### src/rtl/esd_pkg.sv
// Shared types and constants for the escaped string decoder.
// No dependencies; imported by esd_core and escaped_string_decoder_top.
`timescale 1ns / 1ps
`default_nettype none

package esd_pkg;

    // decode_mode codes
    localparam logic [1:0] MODE_C       = 2'd0;
    localparam logic [1:0] MODE_SQL_EXT = 2'd1;
    localparam logic [1:0] MODE_SQL_STD = 2'd2;

    // status codes at end of string
    localparam logic [1:0] ST_OK            = 2'd0;
    localparam logic [1:0] ST_TRAIL_BSLASH  = 2'd1;
    localparam logic [1:0] ST_LONE_QUOTE    = 2'd2;

    // characters
    localparam logic [7:0] CH_TAB    = 8'h09;
    localparam logic [7:0] CH_LF     = 8'h0A;
    localparam logic [7:0] CH_CR     = 8'h0D;
    localparam logic [7:0] CH_BEL    = 8'h07;
    localparam logic [7:0] CH_BS     = 8'h08;
    localparam logic [7:0] CH_ZERO   = 8'h30;
    localparam logic [7:0] CH_SEVEN  = 8'h37;
    localparam logic [7:0] CH_QUOTE  = 8'h27;
    localparam logic [7:0] CH_BSLASH = 8'h5C;
    localparam logic [7:0] CH_LOW_T  = 8'h74;
    localparam logic [7:0] CH_LOW_N  = 8'h6E;
    localparam logic [7:0] CH_LOW_R  = 8'h72;
    localparam logic [7:0] CH_LOW_A  = 8'h61;
    localparam logic [7:0] CH_LOW_B  = 8'h62;

    typedef struct packed {
        logic [7:0] out_byte;
        logic       byte_valid;
        logic       done_res;
        logic [1:0] status;
    } esd_result_t;

    // results produced by one accepted word, res0 first
    typedef struct packed {
        logic [1:0]  n;
        esd_result_t res1;
        esd_result_t res0;
    } esd_push_t;

endpackage

`default_nettype wire

### src/rtl/esd_core.sv
// Decode core: mode register, scan state and the per-word decode logic.
// Depends on esd_pkg. Emits zero to two results per accepted word.
`timescale 1ns / 1ps
`default_nettype none

module esd_core (
    input  wire logic              clk,
    input  wire logic              rst_n,
    input  wire logic              cfg_wr_en,
    input  wire logic [1:0]        cfg_wr_data,
    input  wire logic              in_accept,
    input  wire logic [7:0]        in_byte,
    input  wire logic              in_last,
    output esd_pkg::esd_push_t     push
);
    import esd_pkg::*;

    typedef enum logic [2:0] {
        PH_NORMAL,
        PH_ESC,
        PH_OCT1,
        PH_OCT2,
        PH_QUOTE,
        PH_ERROR
    } phase_t;

    logic [1:0] mode_reg;
    phase_t     phase_reg, phase_next;
    logic [7:0] octal_reg, octal_next;

    always_comb
    begin
        logic [1:0]  m;
        phase_t      ph;
        logic [7:0]  ov;
        logic        is_oct;
        logic        plain;
        logic        e1_v, e2_v, e3_v;
        logic [7:0]  e1_b, e2_b, e3_b;
        logic [1:0]  err;
        logic [1:0]  n;
        esd_result_t slot [2];

        m      = (mode_reg == 2'd3) ? MODE_SQL_STD : mode_reg;
        ph     = phase_reg;
        ov     = octal_reg;
        is_oct = in_byte inside {[CH_ZERO:CH_SEVEN]};
        plain  = 1'b0;
        e1_v   = 1'b0;
        e1_b   = '0;
        e2_v   = 1'b0;
        e2_b   = '0;
        e3_v   = 1'b0;
        e3_b   = '0;
        err    = ST_OK;
        n      = 2'd0;
        slot[0] = '0;
        slot[1] = '0;

        case (phase_reg)
            PH_ERROR:
            begin
            end
            PH_ESC:
            begin
                ph   = PH_NORMAL;
                e1_v = 1'b1;
                case (in_byte)
                    CH_LOW_T: e1_b = CH_TAB;
                    CH_LOW_N: e1_b = CH_LF;
                    CH_LOW_R: e1_b = CH_CR;
                    CH_LOW_A: e1_b = CH_BEL;
                    CH_LOW_B: e1_b = CH_BS;
                    default:
                    begin
                        if (is_oct)
                        begin
                            e1_v = 1'b0;
                            ov   = {5'd0, in_byte[2:0]};
                            ph   = PH_OCT1;
                        end
                        else
                        begin
                            e1_b = in_byte;
                        end
                    end
                endcase
            end
            PH_OCT1, PH_OCT2:
            begin
                if (is_oct)
                begin
                    ov = {ov[4:0], in_byte[2:0]};
                    if (phase_reg == PH_OCT1)
                    begin
                        ph = PH_OCT2;
                    end
                    else
                    begin
                        e1_v = 1'b1;
                        e1_b = ov;
                        ph   = PH_NORMAL;
                    end
                end
                else
                begin
                    // run cut short: send the value, then decode this byte
                    e1_v  = 1'b1;
                    e1_b  = ov;
                    ph    = PH_NORMAL;
                    plain = 1'b1;
                end
            end
            PH_QUOTE:
            begin
                if (in_byte == CH_QUOTE)
                begin
                    e1_v = 1'b1;
                    e1_b = in_byte;
                    ph   = PH_NORMAL;
                end
                else
                begin
                    ph = PH_ERROR;
                end
            end
            default:
            begin
                ph    = PH_NORMAL;
                plain = 1'b1;
            end
        endcase

        if (plain)
        begin
            if (m != MODE_C && in_byte == CH_QUOTE)
                ph = PH_QUOTE;
            else if (m != MODE_SQL_STD && in_byte == CH_BSLASH)
                ph = PH_ESC;
            else
            begin
                e2_v = 1'b1;
                e2_b = in_byte;
            end
        end

        if (in_last)
        begin
            case (ph)
                PH_OCT1, PH_OCT2:
                begin
                    e3_v = 1'b1;
                    e3_b = ov;
                end
                PH_ESC:            err = ST_TRAIL_BSLASH;
                PH_QUOTE, PH_ERROR: err = ST_LONE_QUOTE;
                default:           err = ST_OK;
            endcase
        end

        // at most two of the three byte emissions fire for one word
        if (e1_v)
        begin
            slot[n[0]] = '{out_byte: e1_b, byte_valid: 1'b1, done_res: 1'b0, status: ST_OK};
            n = n + 2'd1;
        end
        if (e2_v)
        begin
            slot[n[0]] = '{out_byte: e2_b, byte_valid: 1'b1, done_res: 1'b0, status: ST_OK};
            n = n + 2'd1;
        end
        if (e3_v)
        begin
            slot[n[0]] = '{out_byte: e3_b, byte_valid: 1'b1, done_res: 1'b0, status: ST_OK};
            n = n + 2'd1;
        end

        if (in_last)
        begin
            if (err != ST_OK || n == 2'd0)
            begin
                slot[n[0]] = '{out_byte: 8'd0, byte_valid: 1'b0, done_res: 1'b1, status: err};
                n = n + 2'd1;
            end
            else
            begin
                slot[n[0] ^ 1'b1].done_res = 1'b1;
            end
            ph = PH_NORMAL;
            ov = 8'd0;
        end

        phase_next = ph;
        octal_next = ov;
        push.n     = in_accept ? n : 2'd0;
        push.res0  = slot[0];
        push.res1  = slot[1];
    end

    always_ff @(posedge clk or negedge rst_n)
    begin
        if (!rst_n)
        begin
            mode_reg  <= MODE_C;
            phase_reg <= PH_NORMAL;
            octal_reg <= 8'd0;
        end
        else
        begin
            if (cfg_wr_en)
                mode_reg <= cfg_wr_data;
            if (in_accept)
            begin
                phase_reg <= phase_next;
                octal_reg <= octal_next;
            end
        end
    end

    a_last_gives_done: assert property (@(posedge clk) disable iff (!rst_n)
        (in_accept && in_last) |->
            (push.n == 2'd1 && push.res0.done_res) || (push.n == 2'd2 && push.res1.done_res))
        else $error("final word of a string without a done result");

    a_no_done_mid: assert property (@(posedge clk) disable iff (!rst_n)
        (in_accept && !in_last) |->
            (push.n == 2'd0 || !push.res0.done_res) && (push.n != 2'd2 || !push.res1.done_res))
        else $error("done result before the end of a string");

    a_state_clears: assert property (@(posedge clk) disable iff (!rst_n)
        (in_accept && in_last) |=> (phase_reg == PH_NORMAL && octal_reg == 8'd0))
        else $error("scan state not cleared after end of string");

endmodule

`default_nettype wire

### src/rtl/escaped_string_decoder_top.sv
// Escaped string decoder top: stream ports, decode core and result queue.
// Depends on esd_pkg and esd_core.
//
// Usage:
//   Input stream s_*: one raw byte of the escaped string body per word,
//   s_tlast marks the final byte of a string.
//   Output stream m_*: one result per word; m_tdata is the decoded byte,
//   m_tuser carries byte_valid and the end status, m_tlast marks the final
//   result of a string. On an error status, bytes already sent for that
//   string must be dropped downstream.
//   cfg_wr_en / cfg_wr_data write decode_mode (0 C, 1 SQL extended,
//   2 SQL standard); write only while the block is idle.
// Timing:
//   Results enter the result queue when the input word is taken. One input
//   word per cycle is taken while the result queue has room for two
//   results; a word yielding two results (a cut octal run) takes an extra
//   output slot, absorbed by the FIFO_DEPTH queue.
// Reset: clears mode to C, scan state, and empties the queue.
// Stall: while m_tready is low, results collect in the queue and s_tready
//   drops once fewer than two free entries remain.
`timescale 1ns / 1ps
`default_nettype none

module escaped_string_decoder_top #(
    parameter int FIFO_DEPTH = 4
) (
    input  wire logic       clk,
    input  wire logic       rst_n,
    // config
    input  wire logic       cfg_wr_en,
    input  wire logic [1:0] cfg_wr_data,
    // input stream
    input  wire logic       s_tvalid,
    output logic            s_tready,
    input  wire logic [7:0] s_tdata,   // [7:0] in_byte
    input  wire logic       s_tlast,   // last
    // output stream
    output logic            m_tvalid,
    input  wire logic       m_tready,
    output logic [7:0]      m_tdata,   // [7:0] out_byte
    output logic [2:0]      m_tuser,   // [0] byte_valid, [2:1] status
    output logic            m_tlast    // done_res
);
    import esd_pkg::*;

    localparam int PW = (FIFO_DEPTH > 1) ? $clog2(FIFO_DEPTH) : 1;
    localparam int CW = $clog2(FIFO_DEPTH + 1);
    localparam logic [CW-1:0] DEPTH_C  = CW'(FIFO_DEPTH);
    localparam logic [CW-1:0] ROOM_LIM = CW'(FIFO_DEPTH - 2);
    localparam logic [PW-1:0] LAST_PTR = PW'(FIFO_DEPTH - 1);

    esd_push_t   push;
    esd_result_t q_reg [FIFO_DEPTH];
    logic [PW-1:0] wr_ptr_reg, wr_ptr_next;
    logic [PW-1:0] rd_ptr_reg, rd_ptr_next;
    logic [CW-1:0] count_reg, count_next;
    logic          s_accept;
    logic          pop;
    logic [PW-1:0] wr_ptr_inc;

    function automatic logic [PW-1:0] ptr_inc(input logic [PW-1:0] p);
        ptr_inc = (p == LAST_PTR) ? '0 : p + PW'(1);
    endfunction

    assign s_tready = (count_reg <= ROOM_LIM);
    assign s_accept = s_tvalid && s_tready;
    assign m_tvalid = (count_reg != '0);
    assign pop      = m_tvalid && m_tready;

    assign m_tdata = q_reg[rd_ptr_reg].out_byte;
    assign m_tuser = {q_reg[rd_ptr_reg].status, q_reg[rd_ptr_reg].byte_valid};
    assign m_tlast = q_reg[rd_ptr_reg].done_res;

    esd_core u_core (
        .clk         (clk),
        .rst_n       (rst_n),
        .cfg_wr_en   (cfg_wr_en),
        .cfg_wr_data (cfg_wr_data),
        .in_accept   (s_accept),
        .in_byte     (s_tdata),
        .in_last     (s_tlast),
        .push        (push)
    );

    always_comb
    begin
        wr_ptr_inc  = ptr_inc(wr_ptr_reg);
        wr_ptr_next = wr_ptr_reg;
        if (push.n == 2'd1)
            wr_ptr_next = wr_ptr_inc;
        else if (push.n == 2'd2)
            wr_ptr_next = ptr_inc(wr_ptr_inc);
        rd_ptr_next = pop ? ptr_inc(rd_ptr_reg) : rd_ptr_reg;
        count_next  = count_reg + CW'(push.n) - CW'(pop);
    end

    always_ff @(posedge clk or negedge rst_n)
    begin
        if (!rst_n)
        begin
            wr_ptr_reg <= '0;
            rd_ptr_reg <= '0;
            count_reg  <= '0;
        end
        else
        begin
            wr_ptr_reg <= wr_ptr_next;
            rd_ptr_reg <= rd_ptr_next;
            count_reg  <= count_next;
        end
    end

    // queue payload, no reset
    always_ff @(posedge clk)
    begin
        if (push.n != 2'd0)
            q_reg[wr_ptr_reg] <= push.res0;
        if (push.n == 2'd2)
            q_reg[wr_ptr_inc] <= push.res1;
    end

    a_no_overflow: assert property (@(posedge clk) disable iff (!rst_n)
        count_reg <= DEPTH_C)
        else $error("result queue overflow");

    a_pop_only: assert property (@(posedge clk) disable iff (!rst_n)
        (pop && push.n == 2'd0) |=> count_reg == $past(count_reg) - CW'(1))
        else $error("queue count wrong after pop");

    a_push_fits: assert property (@(posedge clk) disable iff (!rst_n)
        (push.n != 2'd0) |-> (CW'(push.n) + count_reg <= DEPTH_C + CW'(pop)))
        else $error("push into a full queue");

endmodule

`default_nettype wire
### config.mk
export PLATFORM = sky130hd
export DESIGN_NAME = escaped_string_decoder_top
export DESIGN_NICKNAME = d
export VERILOG_FILES = /design/src/rtl/esd_pkg.sv /design/src/rtl/esd_core.sv /design/src/rtl/escaped_string_decoder_top.sv
export SDC_FILE = /design/constraint.sdc
export NUM_CORES = 1
export LEC_CHECK = 0
export BUFFER_PORTS_ARGS = -buffer_cell sky130_fd_sc_hd__buf_2
export CAP_MARGIN = 20
export CORE_MARGIN = 2
export CORE_UTILIZATION = 55
export CTS_BUF_LIST = sky130_fd_sc_hd__clkbuf_8
export CTS_CLUSTER_DIAMETER = 50
export DETAILED_ROUTE_END_ITERATION = 10
export MAX_ROUTING_LAYER = met4
export PLACE_DENSITY = 0.73
export SYNTH_ARGS = -nofsm -noshare
export SYNTH_HDL_FRONTEND = slang
export SYNTH_SLANG_ARGS = --single-unit
### constraint.sdc
create_clock -name clk -period 7.6 [get_ports clk]
set_clock_uncertainty 0.1 [all_clocks]
set_input_delay 0.76 -clock clk [delete_from_list [all_inputs] [get_ports clk]]
set_output_delay 0.76 -clock clk [all_outputs]
set_load 0.03 [all_outputs]
==> impl_metrics.json <==
{
  "status": "finished, final reports clean",
  "grt.overflow.total": 0,
  "worstPathArrival_ns": 5.87,
  "syn_nets": 492,
  "ys_ff_latch": 68,
  "cts_tree": "yes",
  "drc_errors": 0,
  "hold_viol": 0,
  "ys.flop_type": "edfxtp_1",
  "yosys_warnings": 0,
  "ios": 30,
  "io_buffers": 29,
  "dieHeight_um": 95.8,
  "drv_cap": 0,
  "p_leak_nw": 1.86,
  "fin_area_sq_um": 5070,
  "cp_slowest_cell": "nor4_1",
  "yosysMostFrequentCell": "nand2_1",
  "routed-via-count": 3845,
  "min_period_ns": 5.87,
  "rsz0062_at_grt": "false",
  "powerDensity_nw_per_um2": 273,
  "setup_viol": 0,
  "clock_path_buffers": 2,
  "critPathMostFrequentCell": "ha_1",
  "p_switching_uw": 489,
  "cp-start-kind": "input pin",
  "synthesis.area_sq_um": 4630,
  "power_frac_comb": 0.321,
  "whs_ns": 0.261,
  "fillers": 675,
  "cts.sinks": 68,
  "design_power_total_mw": 1.38,
  "dpl-instance-area_sq_um": 4800,
  "setup_tns_ns": 0,
  "path_delay_family": "simple AND/OR/NAND/NOR gates",
  "gp_congestion": 1.01,
  "wl_per_cell_um": 21.5,
  "synthArstFlopShare": 0.294,
  "path_buf_inv": 3,
  "cpPeakStageDelay_ns": 0.56,
  "synth_top_area_cell": "edfxtp_1",
  "firstDrtPassIters": 7,
  "chipWidth_um": 95.8,
  "drt_iter0_markers": 277,
  "worst_slack_ns": 1.73,
  "holdBufCountCts": 0,
  "fin_cells": 578,
  "post-place-ws_ns": 1.48,
  "utilization": 0.620,
  "grt_max_degree": 24,
  "dp.cells": 562,
  "ys_top_cells_by_area": "edfxtp_1, dfrtp_1, mux4_2, ha_1, nand2_1",
  "antenna_found_initial": 0,
  "largest_reg_flops": 48,
  "cts_root_buf": "clkbuf_8",
  "dp_hpwl_um": 9150,
  "diodes": 0,
  "switching_share": 0.354,
  "grt_use_total": 0.302,
  "slew_headroom": 0.436,
  "fin_nets": 503,
  "ant_nets": 0,
  "hp-class": "input pin to asynchronous set/reset pin",
  "numCtsBuffers": 9,
  "critical_path_class": "input pin to flop",
  "post_cts_resized": 0,
  "yosys-top-cells-count": "nand2_1, edfxtp_1, o21ai_0, inv_1",
  "ys_types": 68,
  "max_freq_ghz": 0.170,
  "area_growth_pct": 9.37,
  "post-route-period-util": 0.772,
  "initial_core_util": 0.567,
  "end_kind": "flop",
  "share_seq_of_total_power": 0.386,
  "synth_edf_count": 48,
  "clk_latency_ns": 0.35,
  "rows": 33,
  "slew_violations": 0,
  "internal-power_uw": 893,
  "vias_per_cell": 6.65,
  "layout-drive-gt1-share": 0.178,
  "pwr-share-clk": 0.294,
  "worstPathCellList": "buf_2 > or3b_1 > nor4_1 > a211oi_1 > buf_4 > ha_1 > xnor2_1 > inv_2 > ha_1 > a211oi_2 > xnor2_2 > a211o_1 > ha_1 > nand2_1 > nand2_1 > o32ai_1",
  "worstMarginPinSlew_ns": 0.845,
  "max-vdd-ir-drop_uv": 214,
  "syn_area_per_cell_sq_um": 10.1,
  "synth_top_area_share": 0.311,
  "synthCells": 457,
  "htree_levels": 3,
  "cts_setup_buffers": 0,
  "grt_pass1_wl_um": 19900,
  "clkTransAtPathRegs_ns": 0.08,
  "totalWireLength_um": 12400,
  "core-area_sq_um": 8180,
  "critical_path_required_ns": 7.60,
  "die_area_sq_um": 9180,
  "crit_fanout": 13,
  "grt_pass1_vias": 3614,
  "ys_seq_area_frac": 0.419
}
-- power by group through the flow --
stage,logic (mW),clock network (mW),registers [mW]
after floorplan,0.364,0,0.495
after global placement,0.435,0,0.537
after detailed placement,0.444,0,0.542
after CTS,0.447,0.409,0.535
after global routing,0.492,0.424,0.544
final,0.443,0.406,0.533
-- cell type report --
type | count | area [sq um] | share of cell area
tap | 105 | 131 | 0.0259
sequential | 68 | 1940 | 0.383
timing repair buffer | 35 | 190 | 0.0375
multi-input combinational | 326 | 2430 | 0.479
inverter | 28 | 105 | 0.0207
clock buffer | 9 | 124 | 0.0244
clock inverter | 7 | 146 | 0.0289
-- path summary, 6_finish.rpt --
kind | from | cells past startpoint | slack, ns | to
max | s_tdata[6] | 16 | 1.73 | q_reg[0][11]
min | rst_n | 1 | 0.26 | rd_ptr_reg[0]
max reg2reg | u_core.phase_reg[0] | 15 | 1.79 | q_reg[0][11]
min reg2reg | count_reg[2] | 1 | 0.39 | count_reg[2]
max in group asynchronous | rst_n | 1 | 6.80 | u_core.octal_reg[0]
min in group clk | count_reg[2] | 1 | 0.39 | count_reg[2]
-- layout by cell type (no fill, tap or decap), drive strengths merged, types with 12 or more instances in the layout --
cell type  count
o32ai         23
mux4          12
dfrtp         20
edfxtp        48
a21oi         16
inv           29
o21ai         29
nand2         58
buf           35
nor2          17
ha            18
nand3         16
-- cells by family after synthesis --
| family | after synthesis | synth area share |
|---|---|---|
| AO/OA/AOI/OAI | 136 | 0.217 |
| XOR/XNOR | 7 | 0.0148 |
| adder cells (fa/ha/maj) | 19 | 0.0529 |
| buffers and inverters | 63 | 0.0567 |
| flip-flops | 68 | 0.419 |
| multiplexers | 24 | 0.0853 |
| AND/OR/NAND/NOR | 140 | 0.155 |
-- routing by layer --
layer	routed length, um	GRT usage	up-vias	part of all wire
li1	-	-	1774	-
met1	5160	0.388	1838	0.41
met2	6240	0.491	193	0.50
met3	748	0.0525	40	0.060
met4	296	0.0988	0	0.024
met5	0	-	-	0
Power figures use the tool's default switching activity.
